===== config.mk =====
export PLATFORM = sky130hd
export DESIGN_NAME = signed_radix_digit_emitter_top
export DESIGN_NICKNAME = d
export VERILOG_FILES = /design/src/hdl/sde_pkg.sv /design/src/hdl/signed_radix_digit_emitter_top.sv /design/src/hdl/sde_cfg_regs.sv /design/src/hdl/sde_divider.sv /design/src/hdl/sde_digit_mem.sv
export SDC_FILE = /design/constraint.sdc
export NUM_CORES = 2
export LEC_CHECK = 0
export BUFFER_PORTS_ARGS = -buffer_cell sky130_fd_sc_hd__buf_2
export CORE_ASPECT_RATIO = 1.75
export CORE_MARGIN = 1.5
export CORE_UTILIZATION = 40
export DETAILED_ROUTE_END_ITERATION = 6
export GPL_TIMING_DRIVEN = 0
export SETUP_SLACK_MARGIN = 0.1
export SLEW_MARGIN = 20
export SYNTH_ARGS = -nofsm -noshare
export SYNTH_HDL_FRONTEND = slang
export SYNTH_HIERARCHICAL = 1
export SYNTH_SLANG_ARGS = --single-unit

===== constraint.sdc =====
create_clock -name clk -period 11.5 [get_ports clk]
set_input_delay 1.15 -clock clk [delete_from_list [all_inputs] [get_ports clk]]
set_output_delay 1.15 -clock clk [all_outputs]
set_load 0.05 [all_outputs]

===== src/hdl/sde_pkg.sv =====
// Shared types, constants and helpers for the signed radix digit emitter.
package sde_pkg;

  // Defaults for the top-level parameters
  localparam int DEF_MAX_SYMBOLS  = 32;
  localparam int DEF_NUMBER_WIDTH = 32;

  // Fixed field widths
  localparam int LEN_W      = 6;   // base_length register, radix
  localparam int DIGIT_W    = 5;   // one digit index
  localparam int SYM_W      = 8;   // one symbol byte
  localparam int CFG_DATA_W = 64;  // widest configuration register
  localparam int CFG_IDX_W  = 3;
  localparam int NUM_SLOTS  = 32;  // symbol slots held in the words
  localparam int WORD_SYMS  = 8;   // symbols per symbol word
  localparam int NUM_WORDS  = NUM_SLOTS / WORD_SYMS;
  localparam int DIV_STEP   = 8;   // quotient bits retired per divider cycle

  // Configuration register indexes
  localparam logic [CFG_IDX_W-1:0] REG_BASE_LENGTH   = 3'd0;
  localparam logic [CFG_IDX_W-1:0] REG_SYMBOL_WORD_0 = 3'd1;
  localparam logic [CFG_IDX_W-1:0] REG_SYMBOL_WORD_1 = 3'd2;
  localparam logic [CFG_IDX_W-1:0] REG_SYMBOL_WORD_2 = 3'd3;
  localparam logic [CFG_IDX_W-1:0] REG_SYMBOL_WORD_3 = 3'd4;

  // Character codes
  localparam logic [SYM_W-1:0] CH_NUL   = 8'h00;
  localparam logic [SYM_W-1:0] CH_PLUS  = 8'h2B;
  localparam logic [SYM_W-1:0] CH_MINUS = 8'h2D;
  localparam logic [SYM_W-1:0] CH_SPACE = 8'h20;
  localparam logic [SYM_W-1:0] CH_TAB   = 8'h09;
  localparam logic [SYM_W-1:0] CH_LF    = 8'h0A;
  localparam logic [SYM_W-1:0] CH_VT    = 8'h0B;
  localparam logic [SYM_W-1:0] CH_FF    = 8'h0C;
  localparam logic [SYM_W-1:0] CH_CR    = 8'h0D;

  // Alphabet symbols by slot
  typedef logic [NUM_SLOTS-1:0][SYM_W-1:0] sym_array_t;

  // Status handed from the configuration block to the sequencer
  typedef struct packed {
    logic             base_ok;
    logic [LEN_W-1:0] radix;
  } cfg_stat_t;

  // Symbols that may not appear in an alphabet
  function automatic logic is_forbidden(input logic [SYM_W-1:0] c);
    return (c == CH_PLUS) || (c == CH_MINUS) || (c == CH_SPACE) || (c == CH_TAB) ||
           (c == CH_LF) || (c == CH_CR) || (c == CH_VT) || (c == CH_FF) ||
           (c == CH_NUL);
  endfunction

endpackage


===== src/hdl/signed_radix_digit_emitter_top.sv =====
// Top level of the signed radix digit emitter: sequencer and output register.
//
// Converts one signed number to text in a configured alphabet, one character
// per result transfer. The input channel (in_valid/in_ready, in_number) takes
// one number at a time; in_ready is high only while no conversion runs. The
// result channel (out_valid/out_ready) carries out_character, out_last_char and
// out_base_error. A negative number gives '-' first, then the digits from most
// to least significant; out_last_char marks the final one. An invalid alphabet
// gives one result with out_base_error and out_last_char set, character zero.
// The shared divider retires 8 quotient bits per cycle, one division per
// digit; for each character the digit store is read, then the symbol looked up.
// Configuration: cfg_we/cfg_index/cfg_wdata, to be written by the user only
// while idle; the block itself does not enforce this.
// Reset (rst_n low, synchronous) clears the control state, drops any conversion
// and empties the output register. A stalled receiver holds the current
// character in the output register and the sequencer waits for it.
module signed_radix_digit_emitter_top import sde_pkg::*; #(
  parameter int MAX_SYMBOLS  = DEF_MAX_SYMBOLS,
  parameter int NUMBER_WIDTH = DEF_NUMBER_WIDTH
) (
  input  logic                     clk,
  input  logic                     rst_n,
  input  logic                     cfg_we,
  input  logic [CFG_IDX_W-1:0]     cfg_index,
  input  logic [CFG_DATA_W-1:0]    cfg_wdata,
  input  logic                     in_valid,
  output logic                     in_ready,
  input  logic signed [NUMBER_WIDTH-1:0] in_number,
  output logic                     out_valid,
  input  logic                     out_ready,
  output logic [SYM_W-1:0]         out_character,
  output logic                     out_last_char,
  output logic                     out_base_error
);

  localparam int AW = $clog2(NUMBER_WIDTH);

  typedef enum logic [2:0] {
    S_IDLE,
    S_CHECK,
    S_DIV,
    S_RD,
    S_OUT
  } state_t;

  state_t                  state_r, state_nxt;
  logic                    neg_r, neg_nxt;
  logic [NUMBER_WIDTH-1:0] mag_r, mag_nxt;
  logic [AW-1:0]           idx_r, idx_nxt;
  logic                    out_valid_r, out_valid_nxt;
  logic [SYM_W-1:0]        out_char_r, out_char_nxt;
  logic                    out_last_r, out_last_nxt;
  logic                    out_err_r, out_err_nxt;

  sym_array_t              symbols;
  cfg_stat_t               stat;
  logic                    out_free;
  logic [NUMBER_WIDTH-1:0] num_u;

  logic                    div_start;
  logic [NUMBER_WIDTH-1:0] div_dividend;
  logic                    div_done;
  logic [NUMBER_WIDTH-1:0] div_quot;
  logic [DIGIT_W-1:0]      div_rem;

  logic                    mem_we;
  logic                    mem_re;
  logic [DIGIT_W-1:0]      mem_rdata;

  sde_cfg_regs #(.MAX_SYMBOLS(MAX_SYMBOLS)) u_cfg (
    .clk      (clk),
    .rst_n    (rst_n),
    .cfg_we   (cfg_we),
    .cfg_index(cfg_index),
    .cfg_wdata(cfg_wdata),
    .symbols  (symbols),
    .stat     (stat)
  );

  sde_divider #(.NUMBER_WIDTH(NUMBER_WIDTH)) u_div (
    .clk      (clk),
    .rst_n    (rst_n),
    .start    (div_start),
    .dividend (div_dividend),
    .divisor  (stat.radix),
    .done     (div_done),
    .quotient (div_quot),
    .remainder(div_rem)
  );

  sde_digit_mem #(.DEPTH(NUMBER_WIDTH)) u_mem (
    .clk  (clk),
    .we   (mem_we),
    .waddr(idx_r),
    .wdata(div_rem),
    .re   (mem_re),
    .raddr(idx_r),
    .rdata(mem_rdata)
  );

  assign num_u    = in_number;
  assign out_free = !out_valid_r || out_ready;
  assign in_ready = (state_r == S_IDLE);

  // Store each remainder as it comes, read back most significant first
  assign mem_we = (state_r == S_DIV) && div_done;
  assign mem_re = (state_r == S_RD);

  // Divider runs on the magnitude first, then on each quotient
  assign div_dividend = (state_r == S_CHECK) ? mag_r : div_quot;

  // Sequencer next state
  always_comb begin
    state_nxt     = state_r;
    neg_nxt       = neg_r;
    mag_nxt       = mag_r;
    idx_nxt       = idx_r;
    out_valid_nxt = out_valid_r && !out_ready;
    out_char_nxt  = out_char_r;
    out_last_nxt  = out_last_r;
    out_err_nxt   = out_err_r;
    div_start     = 1'b0;
    case (state_r)
      S_IDLE: begin
        if (in_valid) begin
          neg_nxt   = num_u[NUMBER_WIDTH-1];
          mag_nxt   = num_u[NUMBER_WIDTH-1] ? (~num_u + 1'b1) : num_u;
          state_nxt = S_CHECK;
        end
      end
      S_CHECK: begin
        if (out_free) begin
          if (!stat.base_ok) begin
            out_valid_nxt = 1'b1;
            out_char_nxt  = CH_NUL;
            out_last_nxt  = 1'b1;
            out_err_nxt   = 1'b1;
            state_nxt     = S_IDLE;
          end else begin
            if (neg_r) begin
              out_valid_nxt = 1'b1;
              out_char_nxt  = CH_MINUS;
              out_last_nxt  = 1'b0;
              out_err_nxt   = 1'b0;
            end
            div_start = 1'b1;
            idx_nxt   = '0;
            state_nxt = S_DIV;
          end
        end
      end
      S_DIV: begin
        if (div_done) begin
          if ((div_quot != '0) && (idx_r != AW'(NUMBER_WIDTH - 1))) begin
            div_start = 1'b1;
            idx_nxt   = idx_r + 1'b1;
          end else begin
            state_nxt = S_RD;
          end
        end
      end
      S_RD: begin
        state_nxt = S_OUT;
      end
      S_OUT: begin
        if (out_free) begin
          out_valid_nxt = 1'b1;
          out_char_nxt  = symbols[mem_rdata];
          out_last_nxt  = (idx_r == '0);
          out_err_nxt   = 1'b0;
          if (idx_r == '0) begin
            state_nxt = S_IDLE;
          end else begin
            idx_nxt   = idx_r - 1'b1;
            state_nxt = S_RD;
          end
        end
      end
      default: state_nxt = S_IDLE;
    endcase
  end

  // State and registered outputs
  always_ff @(posedge clk) begin
    if (!rst_n) begin
      state_r     <= S_IDLE;
      out_valid_r <= 1'b0;
    end else begin
      state_r     <= state_nxt;
      out_valid_r <= out_valid_nxt;
    end
    neg_r      <= neg_nxt;
    mag_r      <= mag_nxt;
    idx_r      <= idx_nxt;
    out_char_r <= out_char_nxt;
    out_last_r <= out_last_nxt;
    out_err_r  <= out_err_nxt;
  end

  assign out_valid      = out_valid_r;
  assign out_character  = out_char_r;
  assign out_last_char  = out_last_r;
  assign out_base_error = out_err_r;

endmodule


===== src/hdl/sde_cfg_regs.sv =====
// Configuration registers and alphabet validity check.
module sde_cfg_regs import sde_pkg::*; #(
  parameter int MAX_SYMBOLS = DEF_MAX_SYMBOLS
) (
  input  logic                  clk,
  input  logic                  rst_n,
  input  logic                  cfg_we,
  input  logic [CFG_IDX_W-1:0]  cfg_index,
  input  logic [CFG_DATA_W-1:0] cfg_wdata,
  output sym_array_t            symbols,
  output cfg_stat_t             stat
);

  logic [LEN_W-1:0]      base_length_r;
  logic [CFG_DATA_W-1:0] sym_word_r [NUM_WORDS];
  logic                  bad;

  // Register writes; unknown indexes are dropped
  always_ff @(posedge clk) begin
    if (!rst_n) begin
      base_length_r <= '0;
      for (int w = 0; w < NUM_WORDS; w++) sym_word_r[w] <= '0;
    end else if (cfg_we) begin
      case (cfg_index)
        REG_BASE_LENGTH:   base_length_r <= cfg_wdata[LEN_W-1:0];
        REG_SYMBOL_WORD_0: sym_word_r[0] <= cfg_wdata;
        REG_SYMBOL_WORD_1: sym_word_r[1] <= cfg_wdata;
        REG_SYMBOL_WORD_2: sym_word_r[2] <= cfg_wdata;
        REG_SYMBOL_WORD_3: sym_word_r[3] <= cfg_wdata;
        default: ;
      endcase
    end
  end

  // Slice the words into byte symbols, low byte first
  for (genvar i = 0; i < NUM_SLOTS; i++) begin : g_sym
    assign symbols[i] = sym_word_r[i / WORD_SYMS][(i % WORD_SYMS) * SYM_W +: SYM_W];
  end

  // Forbidden symbols and duplicates among the symbols in use
  always_comb begin
    bad = 1'b0;
    for (int i = 0; i < MAX_SYMBOLS; i++) begin
      if ((LEN_W'(i) < base_length_r) && is_forbidden(symbols[i])) bad = 1'b1;
      for (int j = i + 1; j < MAX_SYMBOLS; j++) begin
        if ((LEN_W'(j) < base_length_r) && (symbols[i] == symbols[j])) bad = 1'b1;
      end
    end
  end

  assign stat.radix   = base_length_r;
  assign stat.base_ok = !bad && (base_length_r >= LEN_W'(2)) &&
                        (base_length_r <= LEN_W'(MAX_SYMBOLS));

endmodule


===== src/hdl/sde_divider.sv =====
// Shared iterative divider: magnitude by radix, several quotient bits a cycle.
module sde_divider import sde_pkg::*; #(
  parameter int NUMBER_WIDTH = DEF_NUMBER_WIDTH
) (
  input  logic                    clk,
  input  logic                    rst_n,
  input  logic                    start,
  input  logic [NUMBER_WIDTH-1:0] dividend,
  input  logic [LEN_W-1:0]        divisor,
  output logic                    done,
  output logic [NUMBER_WIDTH-1:0] quotient,
  output logic [DIGIT_W-1:0]      remainder
);

  localparam int NSTEP = (NUMBER_WIDTH + DIV_STEP - 1) / DIV_STEP;
  localparam int DW    = NSTEP * DIV_STEP;
  localparam int SCW   = (NSTEP > 1) ? $clog2(NSTEP) : 1;

  logic               busy_r;
  logic               done_r;
  logic [SCW-1:0]     cnt_r;
  logic [DW-1:0]      q_r;
  logic [DIGIT_W-1:0] rem_r;
  logic [LEN_W-1:0]   div_r;
  logic [DW-1:0]      q_step;
  logic [DIGIT_W-1:0] rem_step;

  // DIV_STEP restoring steps on the narrow remainder
  always_comb begin
    logic [DIGIT_W-1:0] r;
    logic [DW-1:0]      q;
    logic [LEN_W-1:0]   t;
    r = rem_r;
    q = q_r;
    for (int k = 0; k < DIV_STEP; k++) begin
      t = {r, q[DW-1]};
      q = {q[DW-2:0], 1'b0};
      if (t >= div_r) begin
        r    = DIGIT_W'(t - div_r);
        q[0] = 1'b1;
      end else begin
        r = t[DIGIT_W-1:0];
      end
    end
    q_step   = q;
    rem_step = r;
  end

  // Control
  always_ff @(posedge clk) begin
    if (!rst_n) begin
      busy_r <= 1'b0;
      done_r <= 1'b0;
      cnt_r  <= '0;
    end else begin
      done_r <= 1'b0;
      if (start) begin
        busy_r <= 1'b1;
        cnt_r  <= SCW'(NSTEP - 1);
      end else if (busy_r) begin
        if (cnt_r == '0) begin
          busy_r <= 1'b0;
          done_r <= 1'b1;
        end else begin
          cnt_r <= cnt_r - 1'b1;
        end
      end
    end
  end

  // Datapath
  always_ff @(posedge clk) begin
    if (start) begin
      q_r   <= DW'(dividend);
      rem_r <= '0;
      div_r <= divisor;
    end else if (busy_r) begin
      q_r   <= q_step;
      rem_r <= rem_step;
    end
  end

  assign done      = done_r;
  assign quotient  = q_r[NUMBER_WIDTH-1:0];
  assign remainder = rem_r;

endmodule


===== src/hdl/sde_digit_mem.sv =====
// Digit store: one write port, one registered read port.
module sde_digit_mem import sde_pkg::*; #(
  parameter int DEPTH = DEF_NUMBER_WIDTH,
  localparam int AW   = $clog2(DEPTH)
) (
  input  logic               clk,
  input  logic               we,
  input  logic [AW-1:0]      waddr,
  input  logic [DIGIT_W-1:0] wdata,
  input  logic               re,
  input  logic [AW-1:0]      raddr,
  output logic [DIGIT_W-1:0] rdata
);

  logic [DIGIT_W-1:0] mem [DEPTH];
  logic [DIGIT_W-1:0] rdata_r;

  always_ff @(posedge clk) begin
    if (we) mem[waddr] <= wdata;
  end

  always_ff @(posedge clk) begin
    if (re) rdata_r <= mem[raddr];
  end

  assign rdata = rdata_r;

endmodule


==> impl_results.md, run 1 <==
* Post-Synth Simple-Gate Area at 14.6%
* H-tree levels at 2
* # placed instances at 11.2k
* GR Overflow Total at 4529
* Rows at 213
* Max Root-Sink Buffers at 3
* Share of flip-flops with an asynchronous set or reset at 0%
* Post-Synth Adder-Cell Area at 1.09%
* Post-DP Area at 82200 um2
* Post-Synth XOR/XNOR Area at 46.0%
* Initial core utilization at 40.2%
* First-pass GRT wire length at 1110000 um
* EDFF count, synth at 507
* Vias in the first global route at 97.4k
* Post-DP HPWL at 494000 um
* Sequential share of the synthesized area at 20.3%
* Status: did not finish
* Compound-Gate Fraction of Synth Area at 5.42%
* Clock sinks at 526
* Exit stage: 5_1_grt
* Largest family of logic cells by synthesized area: XOR/XNOR gates
* Clk root buf: clkbuf_16
* Num CTS Buffers at 39
* I/O pin cnt at 116
* Log Error: [ERROR GRT-0116] Global routing finished with congestion. Check the congestion regions in the DRC Viewer.
* GP Congestion at 1.32
* #FFs+latches synth at 526
* Post-synthesis cell area at 77100 um2
* Unique masters post-synth at 95
* Yosys warns at 6
* Die W at 335 um
* PortBufs at 114
* Syn Inst Count at 8593
* Synthesized net count at 8759
* Setup WS pre-CTS at -2030 ps
* Mapped Avg Cell Area at 8.97 um2
* Top FF cell, synth: edfxtp_1
* Largest net degree at the start of global routing at 51
* Post-synthesis mux area share at 4.80%
* Die Ht at 584 um
* Gr usage total at 80.6%
[through the flow]
stage                     hold slack (ps)  TNS (ps)
after global placement                463   -108360
after detailed placement              468    -11630
after floorplan                       432         0
after CTS                             487         0
[metal layers]
layer | overflow | track usage, %
met1 | 78 | 79.9
met2 | 2820 | 97.6
met3 | 131 | 63.7
met4 | 1483 | 81.9
met5 | 17 | 38.5
[cells by family after synthesis]
| logic type | count (synthesis) |
|---|---|
| XOR/XNOR | 4047 |
| flip-flops | 526 |
| multiplexers | 228 |
| AND/OR/NAND/NOR | 1917 |
| AO/OA/AOI/OAI | 605 |
| adder cells (fa/ha/maj) | 62 |
| buffers and inverters | 1208 |
[cell usage after synthesis (all sizes together) (101+ instances only)]
cell | instances | share of area, %
a31oi | 101 | 0.86
xnor2 | 2521 | 29
and2 | 262 | 2.1
nand4 | 636 | 5.2
xor2 | 1526 | 17
mux4 | 105 | 3.1
a21oi | 112 | 0.79
nor2 | 158 | 0.78
nor4 | 448 | 3.7
edfxtp | 507 | 20
nor3 | 157 | 1.0
clkbuf | 112 | 0.55
buf | 1025 | 6.9
[repair_timing]
action	in CTS
resized for setup	110
pin swaps	57
setup endpoints to repair	7
buffers inserted	67
hold buffers	0
==> run 2: changes to the inputs <==
--- a/config.mk
+++ b/config.mk
@@ -6,12 +6,11 @@
 export NUM_CORES = 2
 export LEC_CHECK = 0
 export BUFFER_PORTS_ARGS = -buffer_cell sky130_fd_sc_hd__buf_2
-export CORE_ASPECT_RATIO = 1.75
 export CORE_MARGIN = 1.5
-export CORE_UTILIZATION = 40
+export CORE_UTILIZATION = 25
 export DETAILED_ROUTE_END_ITERATION = 6
 export GPL_TIMING_DRIVEN = 0
-export SETUP_SLACK_MARGIN = 0.1
+export PLACE_DENSITY_LB_ADDON = 0.15
 export SLEW_MARGIN = 20
 export SYNTH_ARGS = -nofsm -noshare
 export SYNTH_HDL_FRONTEND = slang
==> constraint.sdc (replaced) <==
create_clock -name clk -period 15 [get_ports clk]
set_input_delay 1.5 -clock clk [delete_from_list [all_inputs] [get_ports clk]]
set_output_delay 1.5 -clock clk [all_outputs]
set_load 0.05 [all_outputs]
==> run 2 against run 1 <==
  * The flow now finishes, with violations (design-rule violations)
  * Synthesized cell count unchanged
  * Area after synthesis stayed put
==> impl_results.md, run 2 <==
* Status: finished, violations left (was did not finish)
* Failing checks: design-rule violations
* Top FF cell, synth: edfxtp_1 (unchanged)
* Ratio of cells with drive above 1 in the final layout at 17.7%
* Unique masters post-synth at 95 (unchanged)
* Final Util at 28.1%
* Post-Synth XOR/XNOR Area at 46.0% (unchanged)
* Rows at 203 (was 213)
* Num CTS Buffers at 51 (was 39)
* CP arrival at 14510 ps
* # placed instances at 12.9k (was 11.2k)
* Worst Skew at 35.6 ps
* Synth area leader: xnor2_1 (unchanged)
* Starting DRT DRC Count at 13.7k
* Die Ht at 558 um (was 584 um)
* Post-DP HPWL at 524000 um (was 494000 um)
* Crit path time final at 13960 ps
* EDFF count, synth at 507 (unchanged)
* ANT nets after route at 0
* Synthesized net count at 8759 (unchanged)
* Clk root buf: clkbuf_16 (unchanged)
* Post-synthesis cell area at 77100 um2 (unchanged)
* FF+latch area at 15600 um2
* Yosys warns at 6 (unchanged)
* Largest family of logic cells by synthesized area: XOR/XNOR gates (unchanged)
* Max Slew Vio Count at 0
* Die area at 312000 um2
* Synth top cells by count: xnor2_1, xor2_1, buf_2 (unchanged)
* Worst slew pin tran at 1410 ps
* Most common cell in the netlist: xnor2_1 (unchanged)
* Footprint of the multi-input gates at 55800 um2
* Compound-Gate Fraction of Synth Area at 5.42% (unchanged)
* Antenna violations before repair at 95
* Routed length per instance at 55.9 um
* Crit. path cell count at 52
* GR Overflow Total at 0
* Period Utilization, post-route at 93.1%
* H-tree levels at 2 (unchanged)
* Critical R2R Launch: u_div/div_r[0]$_DFFE_PP_
* Max frequency at 71.6 MHz
* DRT Pass-1 Iters at 6
* Worst hold path type: reg2reg
* Final nets at 8984
* Final WL at 728000 um
* Depth of the most critical reg-to-reg path at 52
* Crit end category: register
* Worst Hold Depth at 0
* Post-Layout Cell Count at 13.0k
* Share of flip-flops with an asynchronous set or reset at 0% (unchanged)
* #FFs+latches synth at 526 (unchanged)
* Vias in the first global route at 74.7k
* Max IR drop VDD at 1.22 mV
* Crit path max-delay cell type: edfxtp_1
* Max Root-Sink Buffers at 3 (unchanged)
* Most frequent cells in the layout: xnor2_1, xor2_1, buf_2, nand4_1, edfxtp_1
* Top-area cell type share of the netlist area at 28.7% (unchanged)
* Max_slew headroom at 5.42%
* Largest register by flop count: u_cfg/sym_word_r
* Residual DRC at 3
* PortBufs at 114 (unchanged)
* Syn Inst Count at 8593 (unchanged)
* Setup TNS at 0 ps
* CTS tree: yes
* Synth area leaders: xnor2_1, edfxtp_1, xor2_1 (unchanged)
* Initial core utilization at 25.2% (was 40.2%)
* I/O pin cnt at 116 (unchanged)
* Setup crit start: u_div/div_r[0]$_DFFE_PP_
* Post-synthesis mux area share at 4.80% (unchanged)
* Largest registers: u_cfg/sym_word_r: 256 flops, u_mem/mem: 160 flops
* # fillers at 32.9k
* Cell Pwr Density at 181 nW/um2
* Clock sinks at 526 (unchanged)
* Setup crit start kind: register
* Mapped Avg Cell Area at 8.97 um2 (unchanged)
* RSZ-0062 raised after global routing: false
* Post-Synth Adder-Cell Area at 1.09% (unchanged)
* Critical Path Most Common Cell: ha_1
* Die W at 558 um (was 335 um)
* Max-cap viol count at 0
* Leakage at 0.0282 uW
* Post-Synth Simple-Gate Area at 14.6% (unchanged)
* Clk_lat worst skew at 640 ps
* GP Congestion at 1.09 (was 1.32)
* Sequential share of the synthesized area at 20.3% (unchanged)
* Worst Hold Launch: u_cfg/base_length_r[4]$_SDFFE_PN0P_
* Max FO, Critical Path at 10
* Number of vias per cell at 6.25
* CTS clk-pin slew, worst paths at 70 ps
* Worst Path Buf+Inv at 5
* Area Overhead vs Synth at 11.7%
* Post-CTS Hold Fix Bufs at 0 (unchanged)
* First-pass GRT wire length at 896000 um
* Via Count at 81.4k
* Max reg flops at 256
* Setup CP Type: reg2reg
* Max incr delay on CP at 640 ps
* Largest net degree at the start of global routing at 41
* Crit-path leading delay family: compound AO/OA/AOI/OAI gates
* Final hold vios at 0
* Final setup fails at 0
* Gr usage total at 45.2%
* Commonest non-fill, non-tap cell in the layout: xnor2_1
* Core area at 306000 um2
* WP data required at 15550 ps
-- run 2: final cells by class --
type	count	share of cell area, %
diodes	59	0.172
plain buffers	1136	6.74
clock buffers	57	1.51
clock inverters	38	0.446
inverters	71	0.310
multi-input cells	6859	64.9
flip-flops and latches	526	18.1
well taps	4100	5.96
repair buffers	173	1.81
-- run 2: what timing repair did --
| item | 4_1_cts | 5_1_grt |
|---|---|---|
| pin swaps | 0 | 0 |
| gates resized for setup | 2 | 6 |
| endpoints found under the setup margin | 6 | 6 |
| setup buffers | 1 | 0 |
-- run 2: where the power goes --
group	switching, uW	total (uW)	leakage (uW)	internal [uW]
registers	126	1960	0.00494	1830
logic	7570	12300	0.0224	4710
clock network	602	1320	0.000807	720
-- run 2: final timing paths --
path                                                   endpoint  slack, ps
worst max-delay path            u_div/remainder[2]$_SDFFE_PP0P_       1040
worst min-delay path                   u_div/div_r[4]$_DFFE_PP_        510
worst max register to register  u_div/remainder[2]$_SDFFE_PP0P_       1040
worst min register to register         u_div/div_r[4]$_DFFE_PP_        510
-- run 2: logic make-up after synthesis --
| kind of cell | after synthesis |
|---|---|
| buf+inv | 1208 |
| xor+xnor | 4047 |
| flops | 526 |
| fa+ha+maj | 62 |
| simple gates | 1917 |
| compound gates | 605 |
| mux | 228 |
-- run 2: stage by stage --
step | setup WS (ps) | hold WS (ps) | power [uW] | area (um2)
floorplan | 2800 | 432 | 10400 | 77100
global placement | -401 | 497 | 13100 | 82800
detailed placement | -484 | 510 | 13200 | 84100
CTS | 375 | 508 | 14900 | 85800
global route | 88.2 | 514 | 16300 | 85900
finish | 1040 | 512 | 15600 | 86000
-- run 2: layer usage --
metal	GRT usage [%]	vias up	part of all wire, %
met2	62.1	7367	39
li1	-	29848	-
met4	38.7	50	10
met1	54.8	41620	39
met3	17.3	2466	12
met5	0	-	0.061
Power figures use the tool's default switching activity.
